==> src/hw/rtl/pesd_pkg.sv <==
`default_nettype none
package pesd_pkg;

  localparam int MAX_PACKET_BYTES = 65536;
  localparam int CNT_W = $clog2(MAX_PACKET_BYTES + 1);
  // wide enough for the count and for length + 6
  localparam int CMP_W = (CNT_W > 17) ? CNT_W : 17;

  localparam int OUT_DEPTH = 3;
  localparam int OUT_PTR_W = $clog2(OUT_DEPTH);
  localparam int OUT_CNT_W = $clog2(OUT_DEPTH + 1);

  localparam logic [7:0] START_CODE_LAST = 8'h01;
  localparam logic [7:0] AV_ID_LOW       = 8'hC0;
  localparam logic [7:0] AV_ID_HIGH      = 8'hEF;
  localparam logic [3:0] PREFIX_PTS_ONLY = 4'b0010;
  localparam logic [3:0] PREFIX_PTS_DTS  = 4'b0011;
  localparam logic [3:0] PREFIX_DTS      = 4'b0001;
  localparam logic [7:0] NEED_PTS_ONLY   = 8'd5;
  localparam logic [7:0] NEED_PTS_DTS    = 8'd10;

  typedef enum logic [2:0] {
    PH_IDLE = 3'd0,
    PH_HEAD = 3'd1,
    PH_OPT  = 3'd2,
    PH_DATA = 3'd3,
    PH_PAY  = 3'd4,
    PH_DONE = 3'd5
  } phase_t;

  typedef enum logic [1:0] {
    KIND_PAYLOAD = 2'd0,
    KIND_HEADER  = 2'd1,
    KIND_ERROR   = 2'd2
  } kind_t;

  typedef enum logic [2:0] {
    ERR_NONE     = 3'd0,
    ERR_START    = 3'd1,
    ERR_FLAGS    = 3'd2,
    ERR_PREFIX   = 3'd3,
    ERR_MARKER   = 3'd4,
    ERR_SHORT    = 3'd5,
    ERR_OVERSIZE = 3'd6
  } err_t;

  typedef enum logic [1:0] {
    FLAGS_NONE    = 2'b00,
    FLAGS_BAD     = 2'b01,
    FLAGS_PTS     = 2'b10,
    FLAGS_PTS_DTS = 2'b11
  } flags_t;

  typedef struct packed {
    logic [7:0] in_byte;
    logic       packet_start;
  } in_item_t;

  typedef struct packed {
    logic [1:0]  kind;
    logic [7:0]  payload_byte;
    logic        last_payload;
    logic [7:0]  stream_id;
    logic [15:0] pes_length;
    logic        has_timestamps;
    logic [32:0] pts;
    logic [32:0] dts;
    logic [2:0]  error_code;
  } out_item_t;

endpackage
`default_nettype wire

==> src/hw/rtl/pesd_in_if.sv <==
`default_nettype none
interface pesd_in_if;
  logic       valid;
  logic       ready;
  logic [7:0] in_byte;
  logic       packet_start;

  modport source (output valid, output in_byte, output packet_start, input ready);
  modport sink (input valid, input in_byte, input packet_start, output ready);
endinterface
`default_nettype wire

==> src/hw/rtl/pesd_out_if.sv <==
`default_nettype none
interface pesd_out_if;
  logic        valid;
  logic        ready;
  logic [1:0]  kind;
  logic [7:0]  payload_byte;
  logic        last_payload;
  logic [7:0]  stream_id;
  logic [15:0] pes_length;
  logic        has_timestamps;
  logic [32:0] pts;
  logic [32:0] dts;
  logic [2:0]  error_code;

  modport source (
    output valid, output kind, output payload_byte, output last_payload,
    output stream_id, output pes_length, output has_timestamps, output pts,
    output dts, output error_code, input ready
  );
  modport sink (
    input valid, input kind, input payload_byte, input last_payload,
    input stream_id, input pes_length, input has_timestamps, input pts,
    input dts, input error_code, output ready
  );
endinterface
`default_nettype wire

==> src/hw/rtl/pesd_parser.sv <==
`default_nettype none
module pesd_parser
  import pesd_pkg::*;
(
  input  wire logic      clk,
  input  wire logic      rst_n,
  input  wire logic      acc,
  input  wire in_item_t  item,
  output logic           res_valid,
  output out_item_t      res
);

  phase_t            phase_r, phase_nxt;
  logic [CNT_W-1:0]  cnt_r, cnt_nxt;
  logic [7:0]        sc_r, sc_nxt;
  logic [15:0]       len_r, len_nxt;
  logic [1:0]        flg_r, flg_nxt;
  logic [7:0]        hdr_r, hdr_nxt;
  logic [39:0]       stamp_r, stamp_nxt;
  logic [32:0]       pts_r, pts_nxt;
  logic [32:0]       dts_r, dts_nxt;
  logic              res_valid_r, res_valid_nxt;
  out_item_t         res_r, res_nxt;

  // values after an optional packet start has cleared them
  phase_t            ph;
  logic [CNT_W-1:0]  cnt, cnt_inc;
  logic [7:0]        sc, len_hi, b;
  logic [15:0]       len;
  logic [1:0]        flg;
  logic [7:0]        hdr, need;
  logic [39:0]       stamp;
  logic [32:0]       pts_c, dts_c;

  // decoded step
  logic              active, oversize, fail, hdone, go_opt, go_data, pay, last;
  logic              hd_to_done;
  err_t              code;
  logic [7:0]        sc_n, hdr_n;
  logic [15:0]       len_n;
  logic [1:0]        flg_n;
  logic [39:0]       stamp_n;
  logic [32:0]       pts_n, dts_n, ts;
  err_t              ts_err;
  logic [CMP_W-1:0]  cnt_inc_w, idx_w, end_w;

  function automatic err_t stamp_check(input logic [39:0] v, input logic [3:0] prefix);
    err_t e;
    if (v[39:36] != prefix) begin
      e = ERR_PREFIX;
    end else if (!v[32] || !v[16] || !v[0]) begin
      e = ERR_MARKER;
    end else begin
      e = ERR_NONE;
    end
    return e;
  endfunction

  always_comb begin
    ph    = item.packet_start ? PH_HEAD : phase_r;
    cnt   = item.packet_start ? '0 : cnt_r;
    sc    = item.packet_start ? '0 : sc_r;
    len   = item.packet_start ? '0 : len_r;
    flg   = item.packet_start ? '0 : flg_r;
    hdr   = item.packet_start ? '0 : hdr_r;
    stamp = item.packet_start ? '0 : stamp_r;
    pts_c = item.packet_start ? '0 : pts_r;
    dts_c = item.packet_start ? '0 : dts_r;
    b     = item.in_byte;

    active   = (ph == PH_HEAD) || (ph == PH_OPT) || (ph == PH_DATA) || (ph == PH_PAY);
    oversize = cnt >= CNT_W'(MAX_PACKET_BYTES);
    cnt_inc  = cnt + CNT_W'(1);
    cnt_inc_w = CMP_W'(cnt_inc);
    idx_w     = CMP_W'(cnt);

    sc_n    = sc;
    len_n   = len;
    flg_n   = flg;
    hdr_n   = hdr;
    stamp_n = stamp;
    pts_n   = pts_c;
    dts_n   = dts_c;
    fail    = 1'b0;
    code    = ERR_NONE;
    hdone   = 1'b0;
    go_opt  = 1'b0;
    go_data = 1'b0;
    pay     = 1'b0;
    last    = 1'b0;
    need    = '0;
    ts_err  = ERR_NONE;
    len_hi  = '0;
    ts      = '0;

    if (active) begin
      if (oversize) begin
        fail = 1'b1;
        code = ERR_OVERSIZE;
      end else begin
        case (ph)
          PH_HEAD: begin
            if (idx_w < CMP_W'(2)) begin
              if (b != 8'h00) begin
                fail = 1'b1;
                code = ERR_START;
              end
            end else if (idx_w == CMP_W'(2)) begin
              if (b != START_CODE_LAST) begin
                fail = 1'b1;
                code = ERR_START;
              end
            end else if (idx_w == CMP_W'(3)) begin
              sc_n = b;
            end else if (idx_w == CMP_W'(4)) begin
              len_hi = b;
              len_n  = {len_hi, 8'h00};
            end else begin
              len_n = len | {8'h00, b};
              if (sc inside {[AV_ID_LOW:AV_ID_HIGH]}) begin
                go_opt = 1'b1;
              end else begin
                hdone = 1'b1;
              end
            end
          end
          PH_OPT: begin
            if (idx_w == CMP_W'(7)) begin
              flg_n = b[7:6];
              if (flg_n == FLAGS_BAD) begin
                fail = 1'b1;
                code = ERR_FLAGS;
              end
            end else if (idx_w >= CMP_W'(8)) begin
              if (flg == FLAGS_PTS) begin
                need = NEED_PTS_ONLY;
              end else if (flg == FLAGS_PTS_DTS) begin
                need = NEED_PTS_DTS;
              end
              hdr_n = b;
              if (b < need) begin
                fail = 1'b1;
                code = ERR_SHORT;
              end else if (b == 8'h00) begin
                hdone = 1'b1;
              end else begin
                go_data = 1'b1;
              end
            end
          end
          PH_DATA: begin
            stamp_n = {stamp[31:0], b};
            ts      = {stamp_n[35:33], stamp_n[31:17], stamp_n[15:1]};
            if (flg[1]) begin
              // pts field ends at the fifth header data byte, dts at the tenth
              if (idx_w == CMP_W'(13)) begin
                ts_err = stamp_check(stamp_n,
                                     (flg == FLAGS_PTS_DTS) ? PREFIX_PTS_DTS : PREFIX_PTS_ONLY);
                if (ts_err != ERR_NONE) begin
                  fail = 1'b1;
                  code = ts_err;
                end else begin
                  pts_n = ts;
                  if (flg == FLAGS_PTS) begin
                    dts_n = ts;
                  end
                end
              end else if (idx_w == CMP_W'(18) && flg == FLAGS_PTS_DTS) begin
                ts_err = stamp_check(stamp_n, PREFIX_DTS);
                if (ts_err != ERR_NONE) begin
                  fail = 1'b1;
                  code = ts_err;
                end else begin
                  dts_n = ts;
                end
              end
            end
            if (!fail && idx_w >= CMP_W'(hdr) + CMP_W'(8)) begin
              hdone = 1'b1;
            end
          end
          PH_PAY: begin
            pay  = 1'b1;
            last = (len != 16'h0000) && (cnt_inc_w == CMP_W'(len) + CMP_W'(6));
          end
          default: begin
          end
        endcase
      end
    end

    end_w      = CMP_W'(len_n) + CMP_W'(6);
    hd_to_done = (len_n != 16'h0000) && (cnt_inc_w >= end_w);
  end

  // next state
  always_comb begin
    phase_nxt = phase_r;
    cnt_nxt   = cnt_r;
    sc_nxt    = sc_r;
    len_nxt   = len_r;
    flg_nxt   = flg_r;
    hdr_nxt   = hdr_r;
    stamp_nxt = stamp_r;
    pts_nxt   = pts_r;
    dts_nxt   = dts_r;
    if (acc) begin
      sc_nxt    = sc_n;
      len_nxt   = len_n;
      flg_nxt   = flg_n;
      hdr_nxt   = hdr_n;
      stamp_nxt = stamp_n;
      pts_nxt   = pts_n;
      dts_nxt   = dts_n;
      cnt_nxt   = (active && !oversize) ? cnt_inc : cnt;
      if (!active) begin
        phase_nxt = ph;
      end else if (fail) begin
        phase_nxt = PH_IDLE;
      end else if (hdone) begin
        phase_nxt = hd_to_done ? PH_DONE : PH_PAY;
      end else if (go_opt) begin
        phase_nxt = PH_OPT;
      end else if (go_data) begin
        phase_nxt = PH_DATA;
      end else if (pay && last) begin
        phase_nxt = PH_DONE;
      end else begin
        phase_nxt = ph;
      end
    end
  end

  // result
  always_comb begin
    res_valid_nxt = acc && active && (fail || hdone || pay);
    res_nxt = '0;
    res_nxt.stream_id  = sc_n;
    res_nxt.pes_length = len_n;
    if (fail) begin
      res_nxt.kind       = KIND_ERROR;
      res_nxt.error_code = code;
    end else if (hdone) begin
      res_nxt.kind           = KIND_HEADER;
      res_nxt.has_timestamps = flg_n[1];
      res_nxt.pts            = flg_n[1] ? pts_n : '0;
      res_nxt.dts            = flg_n[1] ? dts_n : '0;
    end else begin
      res_nxt.kind         = KIND_PAYLOAD;
      res_nxt.payload_byte = b;
      res_nxt.last_payload = last;
    end
  end

  always_ff @(posedge clk) begin
    if (!rst_n) begin
      phase_r     <= PH_IDLE;
      cnt_r       <= '0;
      sc_r        <= '0;
      len_r       <= '0;
      flg_r       <= '0;
      hdr_r       <= '0;
      stamp_r     <= '0;
      pts_r       <= '0;
      dts_r       <= '0;
      res_valid_r <= 1'b0;
    end else begin
      phase_r     <= phase_nxt;
      cnt_r       <= cnt_nxt;
      sc_r        <= sc_nxt;
      len_r       <= len_nxt;
      flg_r       <= flg_nxt;
      hdr_r       <= hdr_nxt;
      stamp_r     <= stamp_nxt;
      pts_r       <= pts_nxt;
      dts_r       <= dts_nxt;
      res_valid_r <= res_valid_nxt;
    end
  end

  always_ff @(posedge clk) begin
    res_r <= res_nxt;
  end

  assign res_valid = res_valid_r;
  assign res       = res_r;

endmodule
`default_nettype wire

==> src/hw/rtl/pesd_out_fifo.sv <==
`default_nettype none
module pesd_out_fifo
  import pesd_pkg::*;
(
  input  wire logic           clk,
  input  wire logic           rst_n,
  input  wire logic           push,
  input  wire out_item_t      push_data,
  input  wire logic           pop,
  output out_item_t           head,
  output logic                not_empty,
  output logic [OUT_CNT_W-1:0] count
);

  out_item_t               mem_r [OUT_DEPTH];
  logic [OUT_PTR_W-1:0]    wr_ptr_r, wr_ptr_nxt;
  logic [OUT_PTR_W-1:0]    rd_ptr_r, rd_ptr_nxt;
  logic [OUT_CNT_W-1:0]    cnt_r, cnt_nxt;
  logic                    do_pop;

  assign do_pop = pop && (cnt_r != '0);

  always_comb begin
    wr_ptr_nxt = wr_ptr_r;
    rd_ptr_nxt = rd_ptr_r;
    if (push) begin
      wr_ptr_nxt = (wr_ptr_r == OUT_PTR_W'(OUT_DEPTH - 1)) ? '0 : wr_ptr_r + OUT_PTR_W'(1);
    end
    if (do_pop) begin
      rd_ptr_nxt = (rd_ptr_r == OUT_PTR_W'(OUT_DEPTH - 1)) ? '0 : rd_ptr_r + OUT_PTR_W'(1);
    end
    cnt_nxt = cnt_r + OUT_CNT_W'(push) - OUT_CNT_W'(do_pop);
  end

  always_ff @(posedge clk) begin
    if (!rst_n) begin
      wr_ptr_r <= '0;
      rd_ptr_r <= '0;
      cnt_r    <= '0;
    end else begin
      wr_ptr_r <= wr_ptr_nxt;
      rd_ptr_r <= rd_ptr_nxt;
      cnt_r    <= cnt_nxt;
    end
  end

  always_ff @(posedge clk) begin
    if (push) begin
      mem_r[wr_ptr_r] <= push_data;
    end
  end

  assign head      = mem_r[rd_ptr_r];
  assign not_empty = cnt_r != '0;
  assign count     = cnt_r;

endmodule
`default_nettype wire

==> src/hw/rtl/pes_packet_depacketizer.sv <==
// PES packet parser: takes one stream byte per cycle and gives at most one
// word per byte (a header report, an error report or a payload byte). Each
// byte is parsed in the cycle it is accepted and its result is registered,
// then queued in a three-entry output queue. Input is ready whenever the
// queue plus the result register hold fewer than three words, so with the
// output side taking words every cycle the block sustains one byte per
// cycle. A byte with packet_start set begins a new packet and clears all
// parse state; no clearing pass is needed.
`default_nettype none
module pes_packet_depacketizer
  import pesd_pkg::*;
(
  input  wire logic   clk,
  input  wire logic   rst_n,
  pesd_in_if.sink     in_ch,
  pesd_out_if.source  out_ch
);

  logic                  acc;
  in_item_t              item;
  logic                  res_valid;
  out_item_t             res;
  out_item_t             head;
  logic                  not_empty;
  logic [OUT_CNT_W-1:0]  q_count;
  logic [OUT_CNT_W:0]    in_flight;

  // words still owed: queued plus the one in the result register
  assign in_flight    = {1'b0, q_count} + {{OUT_CNT_W{1'b0}}, res_valid};
  assign in_ch.ready  = in_flight < (OUT_CNT_W + 1)'(OUT_DEPTH);
  assign acc          = in_ch.valid && in_ch.ready;
  assign item         = '{in_byte: in_ch.in_byte, packet_start: in_ch.packet_start};

  pesd_parser u_parser (
    .clk       (clk),
    .rst_n     (rst_n),
    .acc       (acc),
    .item      (item),
    .res_valid (res_valid),
    .res       (res)
  );

  pesd_out_fifo u_out_fifo (
    .clk       (clk),
    .rst_n     (rst_n),
    .push      (res_valid),
    .push_data (res),
    .pop       (out_ch.ready),
    .head      (head),
    .not_empty (not_empty),
    .count     (q_count)
  );

  assign out_ch.valid          = not_empty;
  assign out_ch.kind           = head.kind;
  assign out_ch.payload_byte   = head.payload_byte;
  assign out_ch.last_payload   = head.last_payload;
  assign out_ch.stream_id      = head.stream_id;
  assign out_ch.pes_length     = head.pes_length;
  assign out_ch.has_timestamps = head.has_timestamps;
  assign out_ch.pts            = head.pts;
  assign out_ch.dts            = head.dts;
  assign out_ch.error_code     = head.error_code;

endmodule
`default_nettype wire

==> src/flat_wrapper.sv <==
// flat-port wrapper written by rule: the top's interface ports become plain ports
module pes_packet_depacketizer_flat import pesd_pkg::*;
  (clk, rst_n, in_ch_valid, in_ch_in_byte, in_ch_packet_start, in_ch_ready, out_ch_valid, out_ch_kind, out_ch_payload_byte, out_ch_last_payload, out_ch_stream_id, out_ch_pes_length, out_ch_has_timestamps, out_ch_pts, out_ch_dts, out_ch_error_code, out_ch_ready);
  pesd_in_if in_ch_i ();
  pesd_out_if out_ch_i ();
  input  wire logic clk;
  input  wire logic rst_n;
  input wire logic [$bits(in_ch_i.valid)-1:0] in_ch_valid;
  input wire logic [$bits(in_ch_i.in_byte)-1:0] in_ch_in_byte;
  input wire logic [$bits(in_ch_i.packet_start)-1:0] in_ch_packet_start;
  output wire logic [$bits(in_ch_i.ready)-1:0] in_ch_ready;
  output wire logic [$bits(out_ch_i.valid)-1:0] out_ch_valid;
  output wire logic [$bits(out_ch_i.kind)-1:0] out_ch_kind;
  output wire logic [$bits(out_ch_i.payload_byte)-1:0] out_ch_payload_byte;
  output wire logic [$bits(out_ch_i.last_payload)-1:0] out_ch_last_payload;
  output wire logic [$bits(out_ch_i.stream_id)-1:0] out_ch_stream_id;
  output wire logic [$bits(out_ch_i.pes_length)-1:0] out_ch_pes_length;
  output wire logic [$bits(out_ch_i.has_timestamps)-1:0] out_ch_has_timestamps;
  output wire logic [$bits(out_ch_i.pts)-1:0] out_ch_pts;
  output wire logic [$bits(out_ch_i.dts)-1:0] out_ch_dts;
  output wire logic [$bits(out_ch_i.error_code)-1:0] out_ch_error_code;
  input wire logic [$bits(out_ch_i.ready)-1:0] out_ch_ready;
  assign in_ch_i.valid = in_ch_valid;
  assign in_ch_i.in_byte = in_ch_in_byte;
  assign in_ch_i.packet_start = in_ch_packet_start;
  assign in_ch_ready = in_ch_i.ready;
  assign out_ch_valid = out_ch_i.valid;
  assign out_ch_kind = out_ch_i.kind;
  assign out_ch_payload_byte = out_ch_i.payload_byte;
  assign out_ch_last_payload = out_ch_i.last_payload;
  assign out_ch_stream_id = out_ch_i.stream_id;
  assign out_ch_pes_length = out_ch_i.pes_length;
  assign out_ch_has_timestamps = out_ch_i.has_timestamps;
  assign out_ch_pts = out_ch_i.pts;
  assign out_ch_dts = out_ch_i.dts;
  assign out_ch_error_code = out_ch_i.error_code;
  assign out_ch_i.ready = out_ch_ready;
  pes_packet_depacketizer u_core (.clk(clk), .rst_n(rst_n), .in_ch(in_ch_i), .out_ch(out_ch_i));
endmodule
==> config.mk <==
export PLATFORM = sky130hd
export DESIGN_NAME = pes_packet_depacketizer_flat
export DESIGN_NICKNAME = d
export VERILOG_FILES = /design/src/hw/rtl/pesd_pkg.sv /design/src/hw/rtl/pesd_in_if.sv /design/src/hw/rtl/pesd_out_if.sv /design/src/hw/rtl/pesd_parser.sv /design/src/hw/rtl/pesd_out_fifo.sv /design/src/hw/rtl/pes_packet_depacketizer.sv /design/src/flat_wrapper.sv
export SDC_FILE = /design/constraint.sdc
export NUM_CORES = 1
export LEC_CHECK = 0
export ABC_AREA = 1
export BUFFER_PORTS_ARGS = -buffer_cell sky130_fd_sc_hd__clkbuf_2
export CORE_ASPECT_RATIO = 0.9
export CORE_MARGIN = 2
export CORE_UTILIZATION = 35
export DETAILED_ROUTE_END_ITERATION = 8
export PLACE_DENSITY_LB_ADDON = 0.15
export RECOVER_POWER = 50
export SLEW_MARGIN = 20
export SYNTH_ARGS = -nofsm -noshare
export SYNTH_HDL_FRONTEND = slang
export SYNTH_SLANG_ARGS = --single-unit
==> constraint.sdc <==
create_clock -name clk -period 9.86 [get_ports clk]
set_clock_uncertainty 0.1 [all_clocks]
set_input_delay 0 -clock clk [delete_from_list [all_inputs] [get_ports clk]]
set_output_delay 0 -clock clk [all_outputs]
set_load 0.02 [all_outputs]
Yosys cells after proc, flatten, opt, wreduce, memory -nomap -nowiden

Memory sizes are Yosys's and may differ from the RTL's. A register that Yosys moved wholly into a read port is not among the register bits.
Cells that the tools add are included.

Register bits after elaboration: 272
Bits in latches: 0
Bits in writable memories: 315
ROM bits: 0
Output and inout bits: 107
Word-level logic and storage cells: 255
Memories: 1

Add/subtract/negate cells: 9
$mul: 0
Divide/modulo/power cells: 0
$lt $le $gt $ge: 9
Equality and inequality tests: 19
Shift-type cells: 0
Mux-type cells: 154
Bitwise operators: 5
Reductions and logical operators: 35

Memory list:

| name                    | words | bits a word | rd ports | clocked after Yosys merged registers in | wr ports | RTL line            | RTL |
|---|---|---|---|---|---|---|---|
| u_core.u_out_fifo.mem_r | 3     | 105         | 1        | 1                                       | 1        | pesd_out_fifo.sv:15 | `out_item_t mem_r [OUT_DEPTH];` |

Operators with widths:

| kind                                                                    | number |
|---|---|
| 33-bit two-way mux                                                      | 17 |
| 40-bit two-way mux                                                      | 4 |
| 8-bit two-way mux                                                       | 18 |
| 16-bit two-way mux                                                      | 8 |
| 3-bit two-way mux                                                       | 31 |
| 1-bit two-way mux                                                       | 59 |
| 16-bit by 3-bit adder with 17-bit output (second input constant)        | 2 |
| 17-bit by 2-bit equality test with 1-bit output (second input constant) | 2 |
| 17-bit by 3-bit equality test with 1-bit output (second input constant) | 2 |
| 17-bit two-way mux                                                      | 2 |
| 16-bit nonzero test                                                     | 2 |
| 2-bit two-way mux                                                       | 10 |
| 17-bit by 1-bit adder with 17-bit output (second input constant)        | 1 |
| 17-bit equality test                                                    | 1 |
| 17-bit by 4-bit equality test with 1-bit output (second input constant) | 1 |
| 17-bit by 5-bit equality test with 1-bit output (second input constant) | 1 |
| 17-bit >= comparator                                                    | 1 |
| 17-bit >= comparator (second input constant)                            | 1 |
| 17-bit by 4-bit >= comparator with 1-bit output (second input constant) | 1 |
| 17-bit by 9-bit >= comparator with 1-bit output                         | 1 |
| 17-bit by 2-bit < comparator with 1-bit output (second input constant)  | 1 |
| 16-bit by 8-bit bitwise OR with 16-bit output                           | 1 |
| 1-bit logical AND                                                       | 11 |
| 8-bit by 4-bit adder with 9-bit output (second input constant)          | 1 |
| other kinds (29)                                                        | 52 |

Longest topological paths before layout

Word-level depth: 29
Depth in mapped cells: 32
Mapped depth without buffers: 31

Cells and area by module

From an unflattened synthesis, not the netlist that was laid out.

Cell total of the unflattened synthesis: 3023
Area total of the unflattened synthesis: 26347.8 um^2

Modules (own cells, without submodules):

| module                  | instances | cells each | area an instance (um^2) | sequential area each (um^2) |
|---|---|---|---|---|
| pesd_parser             | 1         | 2184       | 14355.0                 | 5165.0 |
| pesd_out_fifo           | 1         | 831        | 11940.2                 | 9619.2 |
| pes_packet_depacketizer | 1         | 8          | 52.6                    | 0.0 |

Worst setup path before layout

No wires, ideal clock.

Path type: reg-to-reg
Start point: reg u_core.u_parser.res_valid_r, in the netlist u_core.u_parser.res_valid
End point: mem u_core.u_out_fifo.mem_r[2][0] in the netlist's numbering (enable)
Arrival: 7.571 ns
Data required time: 9.062 ns
Path slack: 1.491 ns
Stages on the path, launching flop included: 3
Buffers on the path: 0
Period minus slack after synthesis: 8.369 ns
Cell sequence: dfxtp_1 > inv_1 > nor3_1

Word-level cells in the longest chain between the ends: 2

RTL lines:

| item                                    | RTL line            | RTL |
|---|---|---|
| start, declared                         | pesd_parser.sv:22   | `logic res_valid_r, res_valid_nxt;` |
| start signal, assigned                  | pesd_parser.sv:277  | `res_valid_r <= res_valid_nxt;` |
| 1-bit two-way mux                       | pesd_out_fifo.sv:48 | `if (push) begin` |
| 1-bit two-way mux (not written as such) | pesd_out_fifo.sv:49 | `mem_r[wr_ptr_r] <= push_data;` |
| end, declared                           | pesd_out_fifo.sv:15 |  |

No other way between the ends.

Worst setup path in the final report

Start point: in in_ch_packet_start
End point: reg u_core.u_parser.phase_r[0]

Word-level cells in the longest chain between the ends: 29
Elaborated cells between the ends (all ways): 137
Classes of those cells: 4 x add/sub; 8 x order compare; 15 x eq/ne; 91 x mux; 1 x bitwise; 18 x reduce/logical

RTL lines:

| item                                                                                    | RTL line           | RTL |
|---|---|---|
| start, declared                                                                         | flat_wrapper.sv:10 | `input wire logic [$bits(in_ch_i.packet_start)-1:0] in_ch_packet_start;` |
| branches (longest 28 deep; another with 17-bit by 2-bit < comparator with 1-bit output) | --                 |  |
| 3-bit two-way mux *                                                                     | pesd_parser.sv:216 | `if (!active) begin` |
| end signal, assigned                                                                    | pesd_parser.sv:268 | `phase_r <= phase_nxt;` |
| end, declared                                                                           | pesd_parser.sv:13  | `phase_t phase_r, phase_nxt;` |

Mark *: on every way between the ends. The select of a mux whose other input is x is not followed.
A chain may end at the register's enable or synchronous reset.

==> results.yml <==
placement:
  gp_congestion: 0.889
  dp_hpwl_mm: 51.7
  io_buffers: 119
grt:
  grt_pass1_wl_mm: 120
  grt.overflow.total: 0
  grt_max_degree: 112
  grt_pass1_vias: 19473
  grt_use_total_pct: 20.1
  antenna_found_initial: 3
detailed_routing:
  ant_nets: 0
  firstDrtPassIters: 6
  top_layer: "met5"
  drt_iter0_markers: 1850
  drc_errors: 0
  drt-met1-wl_mm: 38.0
  wl_met3_mm: 4.30
  vias: 20869
  drt-wirelength-per-cell_microns: 19.5
  wl_met2_mm: 35.1
  wirelength_mm: 79.0
  via_per_inst: 5.16
synthesis:
  synth_nets: 2995
  ys_warn_count: 0
  synthesis.area_sq_um: 26300
  synth_flop_cell: "edfxtp_1"
  synth_edf_count: 315
  ys_async_sr_fraction_pct: 0
  synthDistinctLibCells: 60
  synthCells: 2947
  avgSynthCellArea_sq_um: 8.92
  ys_seq_area_share_pct: 56.3
  ys_ff_latch: 581
clock_tree:
  cts_buffer_depth: 3
  cts_buffers: 66
  htreeDepth: 3
  clkTransAtPathRegs_ns: 0.06
  clk_latency_ns: 0.60
  cts_tree: "yes"
  cts_sinks: 581
  post_cts_buffers: 0
  cts_root_buffer: "clkbuf_16"
sta:
  max-slew-margin-rel_pct: -145
  period_needed_ns: 5.88
  fmax_ghz: 0.170
  grt_setup_unrepaired: "no"
  final.period_utilization_pct: 59.6
  worst_pin_slew_ns: 3.68
  hold_viol: 0
  fin_setup_tns_ns: 0
  finalSetupViolations: 0
  maxSlewViolCount: 402
power_and_ir_drop:
  p_clk_share_pct: 36.8
  combPwrFrac_pct: 23.0
  power.leakage_nw: 12.4
  switching_share_pct: 32.7
  p_seq_share_pct: 40.2
  p_int_w: 0.00464
  p_sw_w: 0.00225
  powerDensity_nw_per_um2: 231
  ir_worst_vdd_mv: 0.120
flow_run:
  max_cap_viol_count: 9
cells_and_area:
  fin_util_pct: 40.0
  drive_gt1_share_pct: 11.8
  n_antenna_cell: 0
  syn_to_final_growth_pct: 13.5
  fin_nets: 3070
  n_fill_cell: 7286
critical_path:
  critPathLaunchType: "primary input"
  crit_path_end_kind: "flip-flop"
  setup.worst_path.class: "in2reg"
  worstPathArrival_ns: 6.32
  required_ns: 10.30
  worst-path-max-fanout: 83
floorplanning:
  num_io_pins: 120
  initial_core_util_pct: 35.3
  row_count: 95
  die_h_microns: 264
  die-area_sq_um: 77300
  core_sq_um: 74500
  chipWidth_microns: 293
status:
  violations: "max-capacitance violations, max-slew violations"
  outcome: "finished with violations"
min_path:
  hold_path.class: "in2reg"
## worst max-delay path: stages
cell      delay [ns]
clkbuf_1        0.98
inv_4           0.70
o21ai_0         0.45
nand2_2         0.06
nor2_1          0.65
nand3_4         0.25
nand2_4         0.16
nor2_8          0.06
nand2_1         0.34
nand2_2         0.19
ha_1            0.28
nor3_2          0.29
nand3_1         0.14
xnor2_1         0.16
inv_1           0.07
ha_1            0.27
nand2_1         0.08
nor4_1          0.37
nand3_1         0.12
o211ai_1        0.18
nor2_1          0.11
nor2_1          0.11
nand2_1         0.07
nand2_1         0.05
nand2_1         0.04
nand2_1         0.06
## state kept, by name (all words and copies together), names as in the netlist, 2 cells and up, named ones only
| register | flops |
|---|---|
| u_core.u_parser.res | 105 |
| u_core.u_out_fifo.mem_r | 315 |
| u_core.u_out_fifo.count | 2 |
| u_core.u_parser.cnt_r | 17 |
| u_core.u_parser.stamp_r | 32 |
| u_core.u_parser.len_r | 16 |
| u_core.u_parser.phase_r | 3 |
| u_core.u_parser.hdr_r | 8 |
| u_core.u_out_fifo.rd_ptr_r | 2 |
| u_core.u_parser.pts_r | 33 |
| u_core.u_out_fifo.wr_ptr_r | 2 |
| u_core.u_parser.flg_r | 2 |
| u_core.u_parser.sc_r | 8 |
| u_core.u_parser.dts_r | 33 |
## power groups by stage
stage / clock network (W) / registers, W / logic, W
6_report: 0.00254 / 0.00277 / 0.00159
3_3_place_gp: 0 / 0.00282 / 0.00160
5_1_grt: 0.00270 / 0.00279 / 0.00174
4_1_cts: 0.00260 / 0.00277 / 0.00162
2_1_floorplan: 0 / 0.00276 / 0.00109
3_5_place_dp: 0 / 0.00282 / 0.00161
## cell type report
cell class	instances	area (sq um)	share of cell area, %
Clock buffer	93	1890	6.33
Clock inverter	29	359	1.20
Multi-Input combinational cell	1915	9560	32.1
Timing Repair Buffer	155	865	2.90
Tap cell	970	1210	4.07
Inverter	303	1150	3.85
Sequential cell	581	14800	49.6
## logic make-up (layout without fill, tap and decap cells)
logic type	after synthesis	in the layout	synth area share, %
XOR/XNOR	21	21	0.728
buffers and inverters	451	580	7.11
AND/OR/NAND/NOR	1200	1200	20.3
adder cells (fa/ha/maj)	35	35	1.67
flip-flops	581	581	56.3
AO/OA/AOI/OAI	659	659	13.9
## Yosys cell counts (all sizes together), types with 28 or more instances
library cell	instances	area (sq um)
nand4	28	188
o211ai	40	300
dfxtp	266	5330
nor2	334	1480
nand2	629	2470
a31oi	31	194
edfxtp	315	9460
nand3	173	943
ha	35	438
a21oi	364	1870
buf	50	360
o21ai	163	823
clkbuf	98	368
inv	296	1110
## worst paths after layout
check,startpoint,end,slack [ns],cells past startpoint
setup / recovery,in_ch_packet_start,u_core.u_parser.phase_r[0]$_SDFFE_PN0P_,3.98,26
hold / removal,out_ch_ready,flip-flop,0.24,4
setup reg to reg,u_core.u_parser.res_valid$_SDFF_PN0_,u_core.u_out_fifo.mem_r[0][16]$_DFFE_PP_,4.66,4
hold reg to reg,u_core.u_parser.res[9]$_SDFF_PP0_,u_core.u_out_fifo.mem_r[2][9]$_DFFE_PP_,0.35,0
## routing by layer
layer	vias to the layer above	global-route usage, %
li1	10081	-
met1	10075	29.9
met2	610	30.6
met3	101	2.75
met4	2	5.61
met5	-	0
## metrics by stage
stage          std cells  hold WS [ns]  total power [W]  instance area (sq um)  setup slack [ns]
2_1_floorplan       2947        0.0670          0.00385                  26300              1.49
3_3_place_gp        3912         0.271          0.00442                  27600              4.88
3_5_place_dp        3912         0.279          0.00443                  27600              4.80
4_1_cts             4046         0.106          0.00699                  29900              5.42
5_1_grt             4046         0.230          0.00722                  29800              3.49
6_report            4046         0.242          0.00690                  29800              3.98
## layout by cell type (no fill, tap or decap), types with 4 or more instances in the layout
cell,Yosys,final
nand3_2,8,8
o21ai_0,139,140
a211oi_1,10,10
xnor2_1,5,5
ha_1,35,35
a21oi_1,352,352
clkbuf_16,0,69
dlygate4sd3_1,0,12
edfxtp_1,315,315
inv_2,14,12
clkbuf_2,0,115
nand3b_1,4,4
nor3_1,17,17
o21ai_1,22,21
clkinv_2,2,12
nor3_2,5,5
a21oi_2,12,12
bufinv_16,0,7
buf_4,1,15
o21bai_1,7,7
nand2_2,24,24
nand3_1,162,163
inv_1,282,280
clkbuf_8,0,7
nand2_4,5,4
nand4_1,26,26
o22ai_1,9,9
clkbuf_1,98,29
a31oi_1,31,31
clkinv_1,5,10
dfxtp_1,266,264
nor2_1,285,287
nand2_1,599,601
o211ai_1,40,40
xor2_1,15,15
o21a_1,23,23
nor2_4,13,14
nor2_2,33,32
## repair_timing
action                    in CTS  in global routing
hold endpoints to repair      83                  0
resized for setup              0                  0
hold buffers                  12                  0
(Power assumes the default switching activity.)
